<file path="src/hw/rtl/rvx_pkg.sv">
// Shared types and constants for the RV32 subset execute step.
package rvx_pkg;

   localparam logic [31:0] RESET_PC_DEFAULT = 32'h8000_0000;
   localparam logic [31:0] JALR_MASK        = ~32'd1;
   localparam logic [31:0] EBREAK_WORD      = 32'h0010_0073;
   localparam logic [4:0]  HALT_REG         = 5'd10;

   localparam logic [6:0] OPC_LUI    = 7'h37;
   localparam logic [6:0] OPC_AUIPC  = 7'h17;
   localparam logic [6:0] OPC_LOAD   = 7'h03;
   localparam logic [6:0] OPC_STORE  = 7'h23;
   localparam logic [6:0] OPC_OPIMM  = 7'h13;
   localparam logic [6:0] OPC_JALR   = 7'h67;
   localparam logic [6:0] OPC_JAL    = 7'h6f;
   localparam logic [6:0] OPC_OP     = 7'h33;
   localparam logic [6:0] OPC_BRANCH = 7'h63;

   localparam logic [2:0] F3_ADD  = 3'd0;
   localparam logic [2:0] F3_SLL  = 3'd1;
   localparam logic [2:0] F3_WORD = 3'd2;
   localparam logic [2:0] F3_SLTU = 3'd3;
   localparam logic [2:0] F3_XOR  = 3'd4;
   localparam logic [2:0] F3_OR   = 3'd6;
   localparam logic [2:0] F3_AND  = 3'd7;
   localparam logic [2:0] F3_BEQ  = 3'd0;
   localparam logic [2:0] F3_BNE  = 3'd1;
   localparam logic [2:0] F3_BLT  = 3'd4;
   localparam logic [2:0] F3_HALF = 3'd1;

   localparam logic [6:0] F7_BASE = 7'h00;
   localparam logic [6:0] F7_SUB  = 7'h20;
   localparam logic [6:0] F7_MUL  = 7'h01;

   localparam logic [1:0] MOP_NONE  = 2'd0;
   localparam logic [1:0] MOP_READ  = 2'd1;
   localparam logic [1:0] MOP_WRITE = 2'd2;

   localparam logic [1:0] ST_RUN     = 2'd0;
   localparam logic [1:0] ST_WAIT    = 2'd1;
   localparam logic [1:0] ST_HALT    = 2'd2;
   localparam logic [1:0] ST_ILLEGAL = 2'd3;

   localparam logic [3:0] STRB_WORD = 4'hf;
   localparam logic [3:0] STRB_HI   = 4'hc;
   localparam logic [3:0] STRB_LO   = 4'h3;

   typedef enum logic [1:0] {
      FSM_IDLE,
      FSM_EXEC,
      FSM_REM
   } fsm_type;

   typedef struct packed {
      logic        busy;
      logic [31:0] value;
   } rem_rsp_type;

endpackage

</file>
<file path="src/hw/rtl/rvx_rem.sv">
// Iterative signed remainder unit, one quotient bit per cycle.
module rvx_rem (
   input  logic               clock,
   input  logic               reset,
   input  logic               start,
   input  logic [31:0]        dividend,
   input  logic [31:0]        divisor,
   output rvx_pkg::rem_rsp_type rsp
);
   import rvx_pkg::*;

   logic        busy_ff, busy_in;
   logic [4:0]  cnt_ff, cnt_in;
   logic [31:0] rem_ff, rem_in;
   logic [31:0] dvd_ff, dvd_in;
   logic [31:0] dvs_ff, dvs_in;
   logic        neg_ff, neg_in;
   logic [31:0] val_ff, val_in;
   logic [32:0] shifted;
   logic [33:0] diff;
   logic [31:0] rem_step;

   assign shifted  = {rem_ff, dvd_ff[31]};
   assign diff     = {1'b0, shifted} - {2'b00, dvs_ff};
   assign rem_step = diff[33] ? shifted[31:0] : diff[31:0];

   always_comb begin
      busy_in = busy_ff;
      cnt_in  = cnt_ff;
      rem_in  = rem_ff;
      dvd_in  = dvd_ff;
      dvs_in  = dvs_ff;
      neg_in  = neg_ff;
      val_in  = val_ff;
      if (start) begin
         neg_in = dividend[31];
         dvd_in = dividend[31] ? (32'd0 - dividend) : dividend;
         dvs_in = divisor[31] ? (32'd0 - divisor) : divisor;
         rem_in = 32'd0;
         cnt_in = 5'd31;
         if (divisor == 32'd0) begin
            busy_in = 1'b0;
            val_in  = dividend;
         end else begin
            busy_in = 1'b1;
         end
      end else if (busy_ff) begin
         rem_in = rem_step;
         dvd_in = {dvd_ff[30:0], 1'b0};
         cnt_in = cnt_ff - 5'd1;
         if (cnt_ff == 5'd0) begin
            busy_in = 1'b0;
            val_in  = neg_ff ? (32'd0 - rem_step) : rem_step;
         end
      end
   end

   always_ff @(posedge clock) begin
      if (reset) begin
         busy_ff <= 1'b0;
      end else begin
         busy_ff <= busy_in;
      end
      cnt_ff <= cnt_in;
      rem_ff <= rem_in;
      dvd_ff <= dvd_in;
      dvs_ff <= dvs_in;
      neg_ff <= neg_in;
      val_ff <= val_in;
   end

   assign rsp.busy  = busy_ff;
   assign rsp.value = val_ff;

endmodule

</file>
<file path="src/hw/rtl/rv32_subset_execute_step.sv">
// Top level: RV32 subset execute step with register file memories and pc.
// Flow: a request is registered with its register file read; then it executes and
// commits into the response registers, rem first waiting on the remainder unit.
// A new request is stalled until the previous one has committed; a zero divisor
// makes the bit-serial remainder unit finish without iterating.
// Reset: pc loads reset_pc in the cycle after reset (request stalled then);
// register file reads zero until written, no load pending.
module rv32_subset_execute_step #(
   parameter int REG_COUNT = 32
) (
   input  logic        clock,
   input  logic        reset,
   input  logic        csr_wr_en,
   input  logic [31:0] csr_wr_data,
   input  logic        req_valid,
   output logic        req_stall,
   input  logic        req_action,
   input  logic [31:0] req_instr_word,
   input  logic [31:0] req_load_data,
   output logic        rsp_valid,
   input  logic        rsp_stall,
   output logic [31:0] rsp_next_pc,
   output logic [1:0]  rsp_mem_op,
   output logic [31:0] rsp_mem_addr,
   output logic [31:0] rsp_mem_wdata,
   output logic [3:0]  rsp_mem_strobe,
   output logic        rsp_reg_write,
   output logic [4:0]  rsp_reg_index,
   output logic [31:0] rsp_reg_value,
   output logic [1:0]  rsp_status,
   output logic [31:0] rsp_halt_code
);
   import rvx_pkg::*;

   localparam int AW = $clog2(REG_COUNT);

   fsm_type state_ff, state_in;

   logic [31:0] reset_pc_ff;
   logic        boot_ff;
   logic [31:0] pc_ff, pc_in;
   logic        load_pend_ff, load_pend_in;
   logic [4:0]  load_dest_ff, load_dest_in;
   logic [REG_COUNT-1:0] vld_ff;

   logic [31:0] mem_a [REG_COUNT];
   logic [31:0] mem_b [REG_COUNT];
   logic [31:0] rd_a_ff, rd_b_ff;
   logic        a_ok_ff, b_ok_ff;

   logic        action_ff;
   logic [31:0] instr_ff;
   logic [31:0] ldata_ff;

   logic        accept, commit, out_free, rem_op, rem_start;
   logic [4:0]  ra, rb;
   rem_rsp_type rem_rsp;

   logic [6:0]  opc, f7;
   logic [2:0]  f3;
   logic [4:0]  rd;
   logic [31:0] a, b, immi, imms, immu, immb, immj, ad;

   logic [31:0] npc_in, addr_in, wdata_in, wval, halt_in;
   logic [1:0]  mop_in, stat_in;
   logic [3:0]  strb_in;
   logic        wen;
   logic [4:0]  widx;
   logic        wr_ok;

   logic        rsp_valid_ff;
   logic [31:0] npc_ff, addr_ff, wdata_ff, rval_ff, halt_ff;
   logic [1:0]  mop_ff, stat_ff;
   logic [3:0]  strb_ff;
   logic        rw_ff;
   logic [4:0]  ridx_ff;

   assign req_stall = (state_ff != FSM_IDLE) || boot_ff;
   assign accept    = req_valid && !req_stall;
   assign out_free  = !rsp_valid_ff || !rsp_stall;

   assign ra = (req_instr_word == EBREAK_WORD) ? HALT_REG : req_instr_word[19:15];
   assign rb = req_instr_word[24:20];

   assign opc  = instr_ff[6:0];
   assign f3   = instr_ff[14:12];
   assign f7   = instr_ff[31:25];
   assign rd   = instr_ff[11:7];
   assign a    = a_ok_ff ? rd_a_ff : 32'd0;
   assign b    = b_ok_ff ? rd_b_ff : 32'd0;
   assign immi = {{20{instr_ff[31]}}, instr_ff[31:20]};
   assign imms = {{20{instr_ff[31]}}, instr_ff[31:25], instr_ff[11:7]};
   assign immu = {instr_ff[31:12], 12'd0};
   assign immb = {{20{instr_ff[31]}}, instr_ff[7], instr_ff[30:25], instr_ff[11:8], 1'b0};
   assign immj = {{12{instr_ff[31]}}, instr_ff[19:12], instr_ff[20],
                  instr_ff[30:21], 1'b0};

   assign rem_op = !action_ff && !load_pend_ff && (opc == OPC_OP) && (f7 == F7_MUL)
                   && (f3 == F3_OR);

   rvx_rem u_rem (
      .clock    (clock),
      .reset    (reset),
      .start    (rem_start),
      .dividend (a),
      .divisor  (b),
      .rsp      (rem_rsp)
   );

   always_comb begin
      state_in = state_ff;
      case (state_ff)
         FSM_IDLE: begin
            if (accept) state_in = FSM_EXEC;
         end
         FSM_EXEC: begin
            if (rem_op) state_in = FSM_REM;
            else if (commit) state_in = FSM_IDLE;
         end
         FSM_REM: begin
            if (commit) state_in = FSM_IDLE;
         end
         default: state_in = FSM_IDLE;
      endcase
   end

   always_comb begin
      rem_start = (state_ff == FSM_EXEC) && rem_op;
      commit    = out_free && (((state_ff == FSM_EXEC) && !rem_op)
                  || ((state_ff == FSM_REM) && !rem_rsp.busy));
   end

   always_comb begin
      npc_in       = pc_ff + 32'd4;
      mop_in       = MOP_NONE;
      addr_in      = 32'd0;
      wdata_in     = 32'd0;
      strb_in      = 4'd0;
      wen          = 1'b0;
      widx         = rd;
      wval         = 32'd0;
      stat_in      = ST_RUN;
      halt_in      = 32'd0;
      load_pend_in = load_pend_ff;
      load_dest_in = load_dest_ff;
      ad           = a + imms;
      if (action_ff) begin
         npc_in = pc_ff;
         if (load_pend_ff) begin
            wen          = 1'b1;
            widx         = load_dest_ff;
            wval         = ldata_ff;
            load_pend_in = 1'b0;
         end
      end else if (load_pend_ff) begin
         npc_in  = pc_ff;
         stat_in = ST_WAIT;
      end else if (opc == OPC_LUI) begin
         wen = 1'b1; wval = immu;
      end else if (opc == OPC_AUIPC) begin
         wen = 1'b1; wval = pc_ff + immu;
      end else if (opc == OPC_LOAD && f3 == F3_WORD) begin
         mop_in       = MOP_READ;
         addr_in      = a + immi;
         load_pend_in = 1'b1;
         load_dest_in = rd;
         stat_in      = ST_WAIT;
      end else if (opc == OPC_STORE && (f3 == F3_WORD || f3 == F3_HALF)) begin
         mop_in  = MOP_WRITE;
         addr_in = ad;
         if (f3 == F3_WORD) begin
            wdata_in = b;
            strb_in  = STRB_WORD;
         end else if (ad[1]) begin
            wdata_in = {b[15:0], 16'd0};
            strb_in  = STRB_HI;
         end else begin
            wdata_in = {16'd0, b[15:0]};
            strb_in  = STRB_LO;
         end
      end else if (opc == OPC_OPIMM && f3 == F3_ADD) begin
         wen = 1'b1; wval = a + immi;
      end else if (opc == OPC_OPIMM && f3 == F3_SLTU) begin
         wen = 1'b1; wval = {31'd0, a < immi};
      end else if (opc == OPC_OPIMM && f3 == F3_AND) begin
         wen = 1'b1; wval = a & immi;
      end else if (opc == OPC_OPIMM && f3 == F3_SLL && f7 == F7_BASE) begin
         wen = 1'b1; wval = a << immi[4:0];
      end else if (opc == OPC_JALR && f3 == F3_ADD) begin
         npc_in = (a + immi) & JALR_MASK;
         wen = 1'b1; wval = pc_ff + 32'd4;
      end else if (opc == OPC_JAL) begin
         npc_in = pc_ff + immj;
         wen = 1'b1; wval = pc_ff + 32'd4;
      end else if (opc == OPC_OP && f7 == F7_BASE && f3 == F3_ADD) begin
         wen = 1'b1; wval = a + b;
      end else if (opc == OPC_OP && f7 == F7_SUB && f3 == F3_ADD) begin
         wen = 1'b1; wval = a - b;
      end else if (opc == OPC_OP && f7 == F7_MUL && f3 == F3_OR) begin
         wen = 1'b1; wval = rem_rsp.value;
      end else if (opc == OPC_OP && f7 == F7_BASE && f3 == F3_XOR) begin
         wen = 1'b1; wval = a ^ b;
      end else if (opc == OPC_OP && f7 == F7_BASE && f3 == F3_OR) begin
         wen = 1'b1; wval = a | b;
      end else if (opc == OPC_OP && f7 == F7_BASE && f3 == F3_SLTU) begin
         wen = 1'b1; wval = {31'd0, a < b};
      end else if (opc == OPC_BRANCH && f3 == F3_BEQ) begin
         if (a == b) npc_in = pc_ff + immb;
      end else if (opc == OPC_BRANCH && f3 == F3_BNE) begin
         if (a != b) npc_in = pc_ff + immb;
      end else if (opc == OPC_BRANCH && f3 == F3_BLT) begin
         if ($signed(a) < $signed(b)) npc_in = pc_ff + immb;
      end else if (instr_ff == EBREAK_WORD) begin
         npc_in  = pc_ff;
         stat_in = ST_HALT;
         halt_in = a;
      end else begin
         npc_in  = pc_ff;
         stat_in = ST_ILLEGAL;
      end
      wr_ok = wen && (widx != 5'd0) && (int'(widx) < REG_COUNT);
      pc_in = boot_ff ? reset_pc_ff : (commit ? npc_in : pc_ff);
   end

   always_ff @(posedge clock) begin
      if (wr_ok && commit) begin
         mem_a[widx[AW-1:0]] <= wval;
      end
      if (accept) begin
         rd_a_ff <= mem_a[ra[AW-1:0]];
      end
   end

   always_ff @(posedge clock) begin
      if (wr_ok && commit) begin
         mem_b[widx[AW-1:0]] <= wval;
      end
      if (accept) begin
         rd_b_ff <= mem_b[rb[AW-1:0]];
      end
   end

   always_ff @(posedge clock) begin
      if (reset) begin
         state_ff     <= FSM_IDLE;
         reset_pc_ff  <= RESET_PC_DEFAULT;
         boot_ff      <= 1'b1;
         pc_ff        <= RESET_PC_DEFAULT;
         load_pend_ff <= 1'b0;
         load_dest_ff <= 5'd0;
         vld_ff       <= '0;
         rsp_valid_ff <= 1'b0;
      end else begin
         state_ff <= state_in;
         if (csr_wr_en) reset_pc_ff <= csr_wr_data;
         boot_ff <= 1'b0;
         pc_ff   <= pc_in;
         if (commit) begin
            load_pend_ff <= load_pend_in;
            load_dest_ff <= load_dest_in;
            if (wr_ok) vld_ff[widx[AW-1:0]] <= 1'b1;
         end
         if (commit) rsp_valid_ff <= 1'b1;
         else if (!rsp_stall) rsp_valid_ff <= 1'b0;
      end
   end

   always_ff @(posedge clock) begin
      if (accept) begin
         action_ff <= req_action;
         instr_ff  <= req_instr_word;
         ldata_ff  <= req_load_data;
         a_ok_ff   <= (int'(ra) < REG_COUNT) && vld_ff[ra[AW-1:0]];
         b_ok_ff   <= (int'(rb) < REG_COUNT) && vld_ff[rb[AW-1:0]];
      end
      if (commit) begin
         npc_ff   <= npc_in;
         mop_ff   <= mop_in;
         addr_ff  <= addr_in;
         wdata_ff <= wdata_in;
         strb_ff  <= strb_in;
         rw_ff    <= wr_ok;
         ridx_ff  <= wr_ok ? widx : 5'd0;
         rval_ff  <= wr_ok ? wval : 32'd0;
         stat_ff  <= stat_in;
         halt_ff  <= halt_in;
      end
   end

   assign rsp_valid      = rsp_valid_ff;
   assign rsp_next_pc    = npc_ff;
   assign rsp_mem_op     = mop_ff;
   assign rsp_mem_addr   = addr_ff;
   assign rsp_mem_wdata  = wdata_ff;
   assign rsp_mem_strobe = strb_ff;
   assign rsp_reg_write  = rw_ff;
   assign rsp_reg_index  = ridx_ff;
   assign rsp_reg_value  = rval_ff;
   assign rsp_status     = stat_ff;
   assign rsp_halt_code  = halt_ff;

endmodule

</file>
<file path="config.mk">
export PLATFORM = sky130hd
export DESIGN_NAME = rv32_subset_execute_step
export DESIGN_NICKNAME = d
export VERILOG_FILES = /design/src/hw/rtl/rvx_pkg.sv /design/src/hw/rtl/rvx_rem.sv /design/src/hw/rtl/rv32_subset_execute_step.sv
export SDC_FILE = /design/constraint.sdc
export NUM_CORES = 2
export LEC_CHECK = 0
export ABC_AREA = 0
export BUFFER_PORTS_ARGS = -buffer_cell sky130_fd_sc_hd__buf_2
export CAP_MARGIN = 15
export CORE_MARGIN = 5
export CORE_UTILIZATION = 45
export CTS_CLUSTER_DIAMETER = 120
export DETAILED_ROUTE_END_ITERATION = 8
export PLACE_DENSITY = 0.63
export RECOVER_POWER = 100
export SYNTH_ARGS = -nofsm -noshare
export SYNTH_HDL_FRONTEND = slang
export SYNTH_HIERARCHICAL = 1
export SYNTH_SLANG_ARGS = --single-unit
</file>
<file path="constraint.sdc">
create_clock -name clock -period 18.9 [get_ports clock]
set_input_delay 3.78 -clock clock [delete_from_list [all_inputs] [get_ports clock]]
set_output_delay 3.78 -clock clock [all_outputs]
set_load 0.05 [all_outputs]
</file>
==> summary.txt <==
Floorplan
  • Top Ports: 278
  • Initial Utilization: ~45%
  • Row count: between 150 and 200
  • DIE WIDTH: 460 µm
  • Die Y: between 400 and 500 µm
  • Core Footprint: 202,000 µm²
  • Die ar.: roughly 210,000 µm²

Pwr
  • Peak VDD IR: 0.0921 mV
  • Overall power: 8.20 mW
  • Clk pwr share: between 40% and 50%
  • Switch share: 26.1%
  • Seq pwr share: 46.9%
  • Power Internal: just over 6 mW
  • Combinational Power Share: 11.2%
  • Switching Power: 2.14 mW
  • PD cells: 81.3 nW/µm²
  • Leakage: 32.9 nW

Yosys
  • Yosys top cell area share: 46.9%
  • Synthesized flop and latch total: approximately 1,600
  • Top_reg_cell synth: edfxtp_1
  • Number of synthesis warnings: 6
  • Top cells by area, synth: edfxtp_1 (47%), mux4_2 (15%), ha_1 (3.5%), nand2_1 (3.4%), dfxtp_1 (3.2%)
  • Synth area leader: edfxtp_1
  • Synth cell types: 117
  • Most frequent cell after synthesis: edfxtp_1
  • Synthesized area per cell: 12.1 µm²
  • Fraction of registers with async set/reset: 0%
  • Sequential share of the synthesized area: between 50% and 60%
  • Post-synth EDFFs: 1,424
  • Syn Inst Count: around 7,600
  • Most instantiated cells after synthesis: edfxtp_1 (1,424), nand2_1 (814), mux4_2 (609)
  • Synth Cell Area: 91,200 µm²

Hold path
  • Min-Delay Path Class: register to register
  • Min-delay src: state_ff[1]

STA
  • Hold Fails Final Rpt: 0
  • Period Utilization, post-route: roughly two thirds
  • Final count of pins violating max slew: 2,984
  • Minimum clock period: 12.42 ns
  • Total Neg Setup Slack: 0 ns
  • Relative slew slack: -278%
  • Worst-Margin Slew: approximately 5.7 ns
  • Final worst slack: between 6 and 7 ns
  • Endpoints failing setup: 0
  • Fmax: 80.5 MHz
  • RSZ-0062 raised after global routing: no
  • Clk_skew: 0.0831 ns

Route
  • DRT Pass-1 Iters: 7
  • Via count: 71,500
  • Routed Antenna Nets: 0
  • Post-route DRC: 0
  • Routed wire length: 367 mm
  • Routed WL per cell: 34.9 µm
  • Via-per-instance ratio: between 6 and 7
  • Initial DRC Count: 9,595

Worst setup path
  • Cell mode on critical path: clkbuf_1
  • Crit path launch: instr_ff[31]
  • CP max stage cell: clkinvlp_2
  • CP Max Fanout: just over 90
  • CP max stage delay: 2.91 ns
  • Critical path required time: between 15 and 20 ns
  • Crit start category: register
  • R2R Path Start: instr_ff[31]
  • Kind of critical path: register to register
  • Critical-path cell list: clkbuf_1 -> clkbuf_1 -> or4_1 -> nor2_1 -> and4_1 -> clkbuf_1 -> a21oi_1 -> o21ai_0 -> buf_4 -> clkinvlp_2 -> nand3_1 -> nor2_1 -> buf_4
  • Critical path data arrival time: ~13 ns
  • Crit end category: register

GRT
  • GR Overflow Total: 0
  • Vias in the first global route: a little under 70,000
  • Largest net degree at the start of global routing: 133
  • First-pass GRT wire length: 513 mm
  • Antenna violations before repair: 18
  • Total GRT Usage: 33.8%

Layout
  • Largest register FFs: about 1,000
  • Area grow syn2layout: 10.6%
  • Nets: 8,077
  • Fin util: between 40 and 50%
  • Design area: 101,000 µm²
  • Fillers: 17,700
  • Share of cells above drive strength 1: 15.6%

Place
  • GPL Wtd Cong: 1.02
  • Dpl cell area: 95,800 µm²
  • Dpl ws: 10.30 ns
  • DP HPWL: 251 mm
  • IO Port Bufs: 277

Status
  • Failing checks: max-capacitance violations, max-slew violations
  • Status: finished with violations

Clock tree
  • CTS tree: yes
  • Hold buffer count at cts: 0
  • CTS max path bufs: 3
  • CTS clock-pin slew for the worst setup and hold paths: 0.06 ns
  • # resized after CTS: 0
  • Root Buffer Master: clkbuf_16
  • Sink Count: 1,568
  • Htree depth: 4
  • Postcts setup bufs: 0
  • CTS Buf Count: 169
  • Worst-Skew Late Latency: 0.87 ns

Job
  • Max-cap check violation count: 78
## worst paths after layout
| kind | depth (start not counted) | slack (ns) | endpoint |
|---|---|---|---|
| max | 13 | 6.48 | mem_b[8][4] |
| min | 1 | 0.47 | state_ff[0] |
| max reg2reg | 13 | 6.48 | mem_b[8][4] |
| min reg2reg | 1 | 0.47 | state_ff[0] |
## cell families after synthesis
kind of cell               count (synthesis)  share of synthesized area, %
DFF                                     1568                          50.1
xor gates and xnor gates                 257                          2.48
buffers and inverters                    757                          3.26
AOI/OAI and AO/OA                       1705                          12.3
adders and majority gates                264                          3.69
and+or+nand+nor                         2256                          11.5
other                                      1                       0.00411
muxes                                    754                          16.7
## power by group through the flow
| stage | combinational (mW) | clock [mW] | sequential, mW |
|---|---|---|---|
| floorplan | 0.551 | 0 | 3.92 |
| global placement | 0.884 | 0 | 3.91 |
| detailed placement | 0.887 | 0 | 3.91 |
| CTS | 0.891 | 3.49 | 3.84 |
| global route | 0.955 | 3.64 | 3.84 |
| finish | 0.915 | 3.43 | 3.85 |
## layout make-up
class / instances / area (µm²) / area share [%]
multi-input combinational: 5268 / 42900 / 42.5
antenna: 7 / 17.5 / 0.0174
tap: 2672 / 3340 / 3.31
inverter: 234 / 880 / 0.872
sequential: 1568 / 45600 / 45.2
timing repair buffer: 470 / 2310 / 2.29
clock buffer: 207 / 4430 / 4.39
clock inverter: 106 / 1350 / 1.34
## cells in the final DEF, fill, tap and decap left out, drive strengths merged, types with 43 or more instances in the layout
| master | n |
|---|---|
| clkinv | 68 |
| buf | 180 |
| nand2b | 53 |
| nand4 | 47 |
| and2 | 55 |
| nor4 | 63 |
| a221oi | 53 |
| mux2 | 63 |
| mux4 | 609 |
| mux2i | 82 |
| ha | 256 |
| o21ai | 379 |
| o31ai | 66 |
| a31oi | 58 |
| a21oi | 476 |
| clkbuf | 497 |
| a21o | 59 |
| nand2 | 818 |
| a211oi | 96 |
| xor2 | 91 |
| o221ai | 45 |
| inv | 241 |
| xnor2 | 166 |
| or3 | 46 |
| nand3 | 294 |
| dfxtp | 144 |
| nor3 | 98 |
| nor2 | 587 |
| edfxtp | 1424 |
| o211ai | 61 |
| o21bai | 43 |
## critical path: cells and delay by family, from the launching register on
family,cells,cell delay (ns)
AO/OA/AOI/OAI,2,0.53
AND/OR/NAND/NOR,5,4.13
buffers and inverters,6,6.88
flip-flops,1,0.40
## per-stage QoR
step	hold WS (ns)	std cells
floorplan	0.431	7593
global placement	0.449	10200
global route	0.498	10500
CTS	0.467	10500
detailed placement	0.456	10200
finish	0.471	10500
## layer usage
layer	vias up	routed length, µm	track usage [%]
li1	29700	-	-
met1	36000	133000	42.9
met2	4625	167000	53.2
met3	1204	37100	6.45
met4	6	29600	22.3
met5	-	48	0
Note: power is estimated with default switching activity, not from simulation.
